## src/rtl/ddr_pkg.sv

```systemverilog
package ddr_pkg;

  localparam int VALUE_WIDTH_DEF = 32;
  localparam int OUT_W = 35;
  // Magnitude bits folded into the BCD word by one conversion stage.
  localparam int BITS_PER_STAGE = 4;

  typedef struct packed {
    logic valid;
    logic neg;
  } ddr_ctrl_t;

  // Decimal digits needed for the largest magnitude, 2^(w-1).
  function automatic int num_digits(input int w);
    longint unsigned m;
    longint unsigned p;
    int n;
    m = longint'(1) << (w - 1);
    p = 1;
    n = 0;
    while (p <= m) begin
      p = p * 10;
      n++;
    end
    return n;
  endfunction

  // Bits needed to hold any number of nd decimal digits.
  function automatic int rev_width(input int nd);
    longint unsigned p;
    int b;
    p = 1;
    b = 0;
    for (int i = 0; i < nd; i++) begin
      p = p * 10;
    end
    while ((longint'(1) << b) < p) begin
      b++;
    end
    return b;
  endfunction

endpackage

```

## src/rtl/ddr_bcd_stage.sv

```systemverilog
module ddr_bcd_stage import ddr_pkg::*; #(
  parameter int VALUE_WIDTH = VALUE_WIDTH_DEF,
  parameter int ND = num_digits(VALUE_WIDTH_DEF),
  parameter int BPS = BITS_PER_STAGE,
  parameter int IDX = 0
) (
  input  logic                   clk_i,
  input  logic                   rst_ni,
  input  logic                   en_i,
  input  ddr_ctrl_t              ctrl_i,
  input  logic [VALUE_WIDTH-1:0] mag_i,
  input  logic [4*ND-1:0]        bcd_i,
  output ddr_ctrl_t              ctrl_o,
  output logic [VALUE_WIDTH-1:0] mag_o,
  output logic [4*ND-1:0]        bcd_o
);

  localparam int NBS = (VALUE_WIDTH + BPS - 1) / BPS;
  localparam int PW = NBS * BPS;

  ddr_ctrl_t              ctrl_q;
  logic [VALUE_WIDTH-1:0] mag_q;
  logic [4*ND-1:0]        bcd_q, bcd_d;
  logic [PW-1:0]          mag_pad;
  logic [BPS-1:0]         chunk;

  assign mag_pad = PW'(mag_i);
  assign chunk = mag_pad[PW-1-IDX*BPS -: BPS];

  // Shift-add-3 conversion, most significant bit first.
  always_comb begin
    bcd_d = bcd_i;
    for (int b = BPS - 1; b >= 0; b--) begin
      for (int k = 0; k < ND; k++) begin
        if (bcd_d[4*k +: 4] >= 4'd5) begin
          bcd_d[4*k +: 4] = bcd_d[4*k +: 4] + 4'd3;
        end
      end
      bcd_d = {bcd_d[4*ND-2:0], chunk[b]};
    end
  end

  always_ff @(posedge clk_i or negedge rst_ni) begin
    if (!rst_ni) begin
      ctrl_q <= '0;
    end else if (en_i) begin
      ctrl_q <= ctrl_i;
    end
  end

  always_ff @(posedge clk_i) begin
    if (en_i) begin
      mag_q <= mag_i;
      bcd_q <= bcd_d;
    end
  end

  assign ctrl_o = ctrl_q;
  assign mag_o = mag_q;
  assign bcd_o = bcd_q;

endmodule

```

## src/rtl/ddr_rev_stage.sv

```systemverilog
module ddr_rev_stage import ddr_pkg::*; #(
  parameter int VALUE_WIDTH = VALUE_WIDTH_DEF,
  parameter int ND = num_digits(VALUE_WIDTH_DEF),
  parameter int RW = rev_width(num_digits(VALUE_WIDTH_DEF)),
  parameter int IDX = 0
) (
  input  logic                   clk_i,
  input  logic                   rst_ni,
  input  logic                   en_i,
  input  ddr_ctrl_t              ctrl_i,
  input  logic [VALUE_WIDTH-1:0] mag_i,
  input  logic [4*ND-1:0]        bcd_i,
  input  logic [RW-1:0]          acc_i,
  output ddr_ctrl_t              ctrl_o,
  output logic [VALUE_WIDTH-1:0] mag_o,
  output logic [4*ND-1:0]        bcd_o,
  output logic [RW-1:0]          acc_o
);

  ddr_ctrl_t              ctrl_q;
  logic [VALUE_WIDTH-1:0] mag_q;
  logic [4*ND-1:0]        bcd_q;
  logic [RW-1:0]          acc_q, acc_d;
  logic [3:0]             digit;
  logic                   upper_nz;

  assign digit = bcd_i[4*IDX +: 4];
  // A digit takes part only while it or some higher digit is nonzero, so the
  // unused leading digit positions of the BCD word never append zeros to the
  // result.
  assign upper_nz = |bcd_i[4*ND-1:4*IDX];
  assign acc_d = upper_nz ? (acc_i << 3) + (acc_i << 1) + RW'(digit) : acc_i;

  always_ff @(posedge clk_i or negedge rst_ni) begin
    if (!rst_ni) begin
      ctrl_q <= '0;
    end else if (en_i) begin
      ctrl_q <= ctrl_i;
    end
  end

  always_ff @(posedge clk_i) begin
    if (en_i) begin
      mag_q <= mag_i;
      bcd_q <= bcd_i;
      acc_q <= acc_d;
    end
  end

  assign ctrl_o = ctrl_q;
  assign mag_o = mag_q;
  assign bcd_o = bcd_q;
  assign acc_o = acc_q;

endmodule

```

## src/rtl/decimal_digit_reverse_top.sv

```systemverilog
// Decimal digit reversal: each beat on the input carries a signed
// VALUE_WIDTH-bit integer, and the matching beat on the output carries the
// number formed by its decimal digits in reverse order with the sign kept
// (trailing zeros drop out), plus a flag that is set when the magnitude reads
// the same both ways. The most negative input is handled exactly. The
// pipeline takes one beat every cycle while the output is not stalled; in
// order it holds an input register, the binary-to-BCD stages (four bits per
// stage), the reassembly stages (one digit per stage) and an output
// register. A stalled output holds the whole pipeline.
module decimal_digit_reverse_top import ddr_pkg::*; #(
  parameter int VALUE_WIDTH = VALUE_WIDTH_DEF
) (
  input  logic                    clk_i,
  input  logic                    rst_ni,
  input  logic                    in_valid_i,
  output logic                    in_ready_o,
  input  logic [VALUE_WIDTH-1:0]  value_i,
  output logic                    out_valid_o,
  input  logic                    out_ready_i,
  output logic signed [OUT_W-1:0] reversed_o,
  output logic                    is_palindrome_o
);

  localparam int ND = num_digits(VALUE_WIDTH);
  localparam int RW = rev_width(ND);
  localparam int NBS = (VALUE_WIDTH + BITS_PER_STAGE - 1) / BITS_PER_STAGE;
  localparam int XW = (RW > OUT_W) ? RW : OUT_W;

  logic en;

  ddr_ctrl_t              in_ctrl_q;
  logic [VALUE_WIDTH-1:0] in_mag_q;

  ddr_ctrl_t [NBS:0]                  b_ctrl;
  logic [NBS:0][VALUE_WIDTH-1:0]      b_mag;
  logic [NBS:0][4*ND-1:0]             b_bcd;

  ddr_ctrl_t [ND:0]                   r_ctrl;
  logic [ND:0][VALUE_WIDTH-1:0]       r_mag;
  logic [ND:0][4*ND-1:0]              r_bcd;
  logic [ND:0][RW-1:0]                r_acc;

  logic                    out_valid_q;
  logic signed [OUT_W-1:0] rev_q, rev_d;
  logic                    pal_q, pal_d;
  logic [XW-1:0]           acc_x, neg_x;

  // All stages move together; empty stages are filled whenever the output
  // register is free or being drained.
  assign en = !out_valid_q || out_ready_i;
  assign in_ready_o = en;

  always_ff @(posedge clk_i or negedge rst_ni) begin
    if (!rst_ni) begin
      in_ctrl_q <= '0;
    end else if (en) begin
      in_ctrl_q.valid <= in_valid_i;
      in_ctrl_q.neg   <= value_i[VALUE_WIDTH-1];
    end
  end

  always_ff @(posedge clk_i) begin
    if (en) begin
      in_mag_q <= value_i[VALUE_WIDTH-1] ? -value_i : value_i;
    end
  end

  assign b_ctrl[0] = in_ctrl_q;
  assign b_mag[0] = in_mag_q;
  assign b_bcd[0] = '0;

  for (genvar s = 0; s < NBS; s++) begin : g_bcd
    ddr_bcd_stage #(
      .VALUE_WIDTH(VALUE_WIDTH),
      .ND         (ND),
      .BPS        (BITS_PER_STAGE),
      .IDX        (s)
    ) u_bcd (
      .clk_i (clk_i),
      .rst_ni(rst_ni),
      .en_i  (en),
      .ctrl_i(b_ctrl[s]),
      .mag_i (b_mag[s]),
      .bcd_i (b_bcd[s]),
      .ctrl_o(b_ctrl[s+1]),
      .mag_o (b_mag[s+1]),
      .bcd_o (b_bcd[s+1])
    );
  end

  assign r_ctrl[0] = b_ctrl[NBS];
  assign r_mag[0] = b_mag[NBS];
  assign r_bcd[0] = b_bcd[NBS];
  assign r_acc[0] = '0;

  for (genvar d = 0; d < ND; d++) begin : g_rev
    ddr_rev_stage #(
      .VALUE_WIDTH(VALUE_WIDTH),
      .ND         (ND),
      .RW         (RW),
      .IDX        (d)
    ) u_rev (
      .clk_i (clk_i),
      .rst_ni(rst_ni),
      .en_i  (en),
      .ctrl_i(r_ctrl[d]),
      .mag_i (r_mag[d]),
      .bcd_i (r_bcd[d]),
      .acc_i (r_acc[d]),
      .ctrl_o(r_ctrl[d+1]),
      .mag_o (r_mag[d+1]),
      .bcd_o (r_bcd[d+1]),
      .acc_o (r_acc[d+1])
    );
  end

  assign acc_x = XW'(r_acc[ND]);
  assign neg_x = -acc_x;
  assign rev_d = r_ctrl[ND].neg ? neg_x[OUT_W-1:0] : acc_x[OUT_W-1:0];
  assign pal_d = (RW'(r_mag[ND]) == r_acc[ND]);

  always_ff @(posedge clk_i or negedge rst_ni) begin
    if (!rst_ni) begin
      out_valid_q <= 1'b0;
    end else if (en) begin
      out_valid_q <= r_ctrl[ND].valid;
    end
  end

  always_ff @(posedge clk_i) begin
    if (en) begin
      rev_q <= rev_d;
      pal_q <= pal_d;
    end
  end

  assign out_valid_o = out_valid_q;
  assign reversed_o = rev_q;
  assign is_palindrome_o = pal_q;

endmodule

```

## config.mk

```make
export PLATFORM = sky130hd
export DESIGN_NAME = decimal_digit_reverse_top
export DESIGN_NICKNAME = d
export VERILOG_FILES = /design/src/rtl/ddr_pkg.sv /design/src/rtl/ddr_bcd_stage.sv /design/src/rtl/ddr_rev_stage.sv /design/src/rtl/decimal_digit_reverse_top.sv
export SDC_FILE = /design/constraint.sdc
export NUM_CORES = 2
export LEC_CHECK = 0
export BUFFER_PORTS_ARGS = -buffer_cell sky130_fd_sc_hd__buf_2
export CAP_MARGIN = 5
export CORE_MARGIN = 2
export CORE_UTILIZATION = 40
export DETAILED_ROUTE_END_ITERATION = 7
export GPL_TIMING_DRIVEN = 1
export MAX_ROUTING_LAYER = met4
export PLACE_DENSITY_LB_ADDON = 0.1
export REMOVE_ABC_BUFFERS = 1
export SYNTH_ARGS = -nofsm -noshare
export SYNTH_HDL_FRONTEND = slang
export SYNTH_SLANG_ARGS = --single-unit
```

## constraint.sdc

```tcl
create_clock -name clk_i -period 37.8 [get_ports clk_i]
set_input_delay 3.78 -clock clk_i [delete_from_list [all_inputs] [get_ports clk_i]]
set_output_delay 3.78 -clock clk_i [all_outputs]
set_load 0.02 [all_outputs]
```

Yosys cells after proc, flatten, opt, wreduce, memory -nomap -nowiden:

Index checks and enable logic that the tools add are counted.

* register bits after elaboration: 1663
* input bits: 36
* logic and storage cells: 931
* output and inout port bits: 38

* reduce and logical (&&, ||, !) cells: 12
* multiplexer cells: 276
* order comparisons: 265
* add/sub/neg operators: 285
* equal/unequal tests: 1

Operators with widths (count)
* greater-or-equal comparator 4 x 3 -> 1 bit, second input constant: 255
* 2-to-1 mux 4 bit: 241
* adder 4 x 2 -> 4 bit, second input constant: 234
* 2-to-1 mux 34 bit: 10
* adder 34 bit: 9
* adder 34 x 4 -> 34 bit: 9
* 2-to-1 mux 3 bit: 22
* adder 3 x 2 -> 3 bit, second input constant: 21
* OR reduction 40 bit: 1
* OR reduction 36 bit: 1
* negation 34 -> 35 bit: 1
* == test 32 x 34 -> 1 bit: 1
* negation 32 bit: 1
* OR reduction 32 bit: 1
* 2-to-1 mux 31 bit: 1
* OR reduction 28 bit: 1
* adder 1 x 2 -> 3 bit, second input constant: 8
* greater-or-equal comparator 1 x 3 -> 1 bit, second input constant: 8
* OR reduction 24 bit: 1
* OR reduction 20 bit: 1
* OR reduction 16 bit: 1
* OR reduction 12 bit: 1
* OR reduction 8 bit: 1
* adder 1 x 2 -> 3 bit, both inputs constant: 2
* other kinds (5): 7

Longest topological paths before layout:

* depth after elaboration: 8
* gate-level depth with buffers: 18
* gate-level depth less buffers: 18

Cells and area by module:

Synthesis repeated with hierarchy kept, for this count alone.

* cells, all modules: 11838
* area, all modules: 121681.7 µm²

By module, submodules not included
* ddr_bcd_stage: area an instance 7236.9 µm², cells each 816, times used 8, sequential area each 2182.1 µm²
* ddr_rev_stage at g_rev[2].u_rev: area an instance 6296.0 µm², cells each 536, times used 1, sequential area each 3233.1 µm²
* ddr_rev_stage at g_rev[8].u_rev: area an instance 6145.9 µm², cells each 533, times used 1, sequential area each 3233.1 µm²
* ddr_rev_stage at g_rev[5].u_rev: area an instance 6073.3 µm², cells each 520, times used 1, sequential area each 3233.1 µm²
* ddr_rev_stage at g_rev[0].u_rev: area an instance 6068.3 µm², cells each 522, times used 1, sequential area each 3233.1 µm²
* ddr_rev_stage at g_rev[6].u_rev: area an instance 5985.7 µm², cells each 487, times used 1, sequential area each 3233.1 µm²
* ddr_rev_stage at g_rev[1].u_rev: area an instance 5898.2 µm², cells each 477, times used 1, sequential area each 3233.1 µm²
* ddr_rev_stage at g_rev[4].u_rev: area an instance 5886.9 µm², cells each 479, times used 1, sequential area each 3233.1 µm²
* ddr_rev_stage at g_rev[3].u_rev: area an instance 5849.4 µm², cells each 468, times used 1, sequential area each 3233.1 µm²
* ddr_rev_stage at g_rev[9].u_rev: area an instance 5846.9 µm², cells each 484, times used 1, sequential area each 3233.1 µm²
* ddr_rev_stage at g_rev[7].u_rev: area an instance 5765.5 µm², cells each 477, times used 1, sequential area each 3233.1 µm²
* decimal_digit_reverse_top: area an instance 3970.1 µm², cells each 327, times used 1, sequential area each 2117.0 µm²

Worst setup path after synthesis:

Ideal clock, no wire load.

* path type: input-to-output
* start: input port out_ready_i
* end: output port in_ready_o
* required time: 34.020 ns
* buffers on the path: 1
* arrival time: 27.427 ns
* setup slack: 6.593 ns
* stages: 3
* cell sequence: nor2b_1 > clkbuf_1 > inv_1

* cells in the longest elaborated chain, start to end: 1

RTL lines
* from (decl): RTL line decimal_digit_reverse_top.sv:19 `input logic out_ready_i,`
* logical OR 1 bit: RTL line decimal_digit_reverse_top.sv:50 `assign en = !out_valid_q || out_ready_i;`
* to (decl): RTL line decimal_digit_reverse_top.sv:16 `output logic in_ready_o,`

Every way passes these cells.

Final worst setup path:

Ends and elaborated chain as after synthesis.

==> flow_metrics.py <==
metrics = {
    "outcome": {
        "status": "finished clean",
    },
    "layout": {
        "synthToLayoutAreaGrowth_pct": 11.4,
        "design_area_sq_mm": 0.0752,
        "multi_input_area_sq_mm": 0.0288,
        "drive_gt1_share_pct": 8.87,
        "fillers": 15300,
        "finish.utilization_pct": 44.9,
        "regArea_sq_mm": 0.0374,
        "nNetsFinal": 6330,
    },
    "logic_synthesis": {
        "synth_commonest_cells": "edfxtp_1, ha_1, a21oi_1, o21ai_0, nand2_1",
        "synth_xor_area_share_pct": 5.33,
        "yosys.area_share.simple_pct": 9.39,
        "synth-compound-area-share_pct": 14.7,
        "ys_seq_area_share_pct": 55.4,
        "synthArstFlopShare_pct": 3.12,
        "synth_most_common_cell": "edfxtp_1",
        "synth_area_leaders": "edfxtp_1, ha_1, xnor2_1",
        "syn_avg_cell_area_sq_um": 12.0,
        "synth_top_cell_by_area": "edfxtp_1",
        "ys.flop_type": "edfxtp_1",
        "synth_fa_ha_area_share_pct": 9.69,
        "synth_edf_count": 1213,
        "syn-instance-count": 5645,
        "synth_top_family_by_area": "compound AO/OA/AOI/OAI gates",
        "netlist.area_leader.share_pct": 54.0,
        "ys_types": 82,
        "synth.yosys.warnings": 0,
        "syn_area_sq_mm": 0.0675,
        "muxShareOfSynthArea_pct": 3.54,
        "ys_ff_latch": 1252,
    },
    "placement": {
        "numPortBuffers": 73,
        "gp_congestion": 0.838,
        "hpwl_mm": 90.4,
        "postPlaceCellArea_sq_mm": 0.0705,
    },
    "timing": {
        "max_clock_freq_ghz": 0.112,
        "period_needed_ns": 8.92,
        "whs_ns": 0.409,
        "tightest_slew_ns": 1.12,
        "finClkSkew_ns": 0.0216,
        "hold_viol": 0,
        "maxSlewHeadroom_pct": 25.1,
        "setup_violations": 0,
        "slew_viol_final": 0,
        "rsz0062_at_grt": "no",
        "tns_ns": 0,
        "period_share_pct": 23.6,
    },
    "clock_tree": {
        "cts_tree": "done",
        "clk_path_buf_depth": 3,
        "clockRootBuffer": "clkbuf_16",
        "cts.clk_slew.worst_paths_ns": 0.06,
        "post_cts_resized": 0,
        "ctsHoldBuffers": 0,
        "cts_made_buffers": 142,
        "post_cts.repair.setup_buffers": 0,
        "clock_latency_ns": 0.75,
        "clock_sinks": 1252,
        "ctsHtreeMaxLevel": 4,
    },
    "detailed_routing": {
        "drt_iter0_markers": 2424,
        "wl_mm": 127,
        "routedWlPerCell_microns": 15.6,
        "drt.antenna.violating_nets": 0,
        "drc": 0,
        "vias": 42300,
        "first_pass_iters": 5,
        "viasPerCell": 5.22,
    },
    "global_routing": {
        "grt_max_degree": 208,
        "grt_pass1_vias": 40500,
        "grtUsageMet1_pct": 19.8,
        "grt_remaining_overflow": 0,
        "antenna_found_initial": 3,
        "use_met3_pct": 2.57,
        "grt_pass1_wl_mm": 207,
        "globalRouteTotalUtil_pct": 15.0,
        "grtUsageMet2_pct": 23.6,
        "top_usage_layer": "met2",
    },
    "critical_path": {
        "cp.arrival_ns": 5.14,
        "critPathKind": "input pin to output port",
        "cpLargestDelayFamily": "buffers and inverters",
        "r2r_slack_ns": 32.96,
        "worstReg2RegStart": "out_valid_o",
        "path_common_cell": "buf_2",
        "endpoint": "in_ready_o",
        "start_kind": "input pin",
        "crit_buf_inv": 4,
        "reg2reg_to": "g_rev[0].u_rev.bcd_o[30]",
        "end_kind": "output port",
        "path_cells": "buf_2, nor2b_4, buf_4, inv_8, buf_2",
        "cp-startpoint": "out_ready_i",
        "critPathSlowestCell": "buf_4",
        "critical-path-max-stage-delay_ns": 0.44,
        "worstPathRequired_ns": 34.02,
        "cp_num_cells": 5,
        "ff2ff_path_depth": 7,
        "path_max_fanout": 71,
    },
    "die": {
        "initial_core_util_pct": 40.3,
        "die_x_microns": 415,
        "pin_count": 74,
        "dieHeight_microns": 415,
        "placementRows": 150,
        "coreArea_sq_mm": 0.167,
        "fp.dieArea_sq_mm": 0.172,
    },
    "run": {
        "drv_cap": 0,
    },
    "hold_path": {
        "hold_class": "register to register",
    },
}
-- layout make-up --
class | count | share of cell area, %
Sequential cell | 1252 | 49.7
Multi-Input combinational cell | 4038 | 38.3
Clock buffer | 174 | 5.03
Tap cell | 2204 | 3.67
Clock inverter | 87 | 1.22
Inverter | 239 | 1.20
Timing Repair Buffer | 109 | 0.862
Antenna cell | 2 | 0.00666
-- how the worst min path moves through the flow --
stage / from / to / slack, ns / cells after the start
after floorplan: in_mag_q[0] / g_bcd[0].u_bcd.mag_o[0] / 0.40 / 0
after global placement: g_bcd[0].u_bcd.mag_o[20] / g_bcd[1].u_bcd.mag_o[20] / 0.40 / 0
after detailed placement: in_mag_q[0] / g_bcd[0].u_bcd.mag_o[0] / 0.40 / 0
after CTS: g_bcd[0].u_bcd.mag_o[24] / g_bcd[1].u_bcd.mag_o[24] / 0.41 / 0
after global routing: g_bcd[2].u_bcd.mag_o[8] / g_bcd[3].u_bcd.mag_o[8] / 0.41 / 0
final: g_rev[1].u_rev.mag_o[12] / g_rev[2].u_rev.mag_o[12] / 0.41 / 0
-- cells by family after synthesis --
logic type | after synthesis
xor gates and xnor gates | 411
adders and majority gates | 512
AOI/OAI and AO/OA | 1602
DFF | 1252
muxes | 221
and+or+nand+nor | 1292
buffers and inverters | 355
-- per-layer routing --
| metal | up-vias | part of all wire, % |
|---|---|---|
| met1 | 19800 | 48 |
| met4 | 0 | 2.4 |
| met5 | - | 0 |
| met3 | 186 | 3.2 |
| li1 | 21700 | - |
| met2 | 521 | 46 |
-- registers in the layout, summed over array words and instances, names as in the netlist --
register	count
in_mag_q	32
out_valid_o	1
g_bcd.u_bcd.ctrl_o	16
is_palindrome_o	1
reversed_o	35
g_rev.u_rev.acc_o	212
g_rev.u_rev.ctrl_o	20
b_ctrl	2
g_rev.u_rev.bcd_o	184
g_rev.u_rev.mag_o	316
g_bcd.u_bcd.bcd_o	180
g_bcd.u_bcd.mag_o	253
-- stage by stage --
stage                     worst slack [ns]  cells
final                                28.88   8105
after global routing                 28.77   8104
after CTS                            28.88   8103
after detailed placement             28.88   7842
after global placement               28.88   7842
after floorplan                       6.51   5529
-- layout by cell type, fill, tap and decap left out, types with 140 or more instances in the layout --
| master | netlist | final |
|---|---|---|
| nor2_1 | 332 | 331 |
| a21oi_1 | 479 | 479 |
| mux2_2 | 140 | 140 |
| edfxtp_1 | 1213 | 1213 |
| o21ai_0 | 439 | 439 |
| clkbuf_16 | 0 | 147 |
| xnor2_1 | 301 | 301 |
| ha_1 | 494 | 494 |
| nand2_1 | 357 | 357 |
| inv_1 | 239 | 238 |
-- worst register-to-register path: stages (launching register included) --
cell,delay [ns]
dfrtp_1,0.37
nor2b_4,0.12
buf_4,0.28
inv_8,0.36
buf_4,0.89
buf_4,0.65
buf_12,0.78
buf_4,0.96
Power is not shown: default switching activity piles up to over one toggle a cycle in this logic, so the estimate is an artifact.
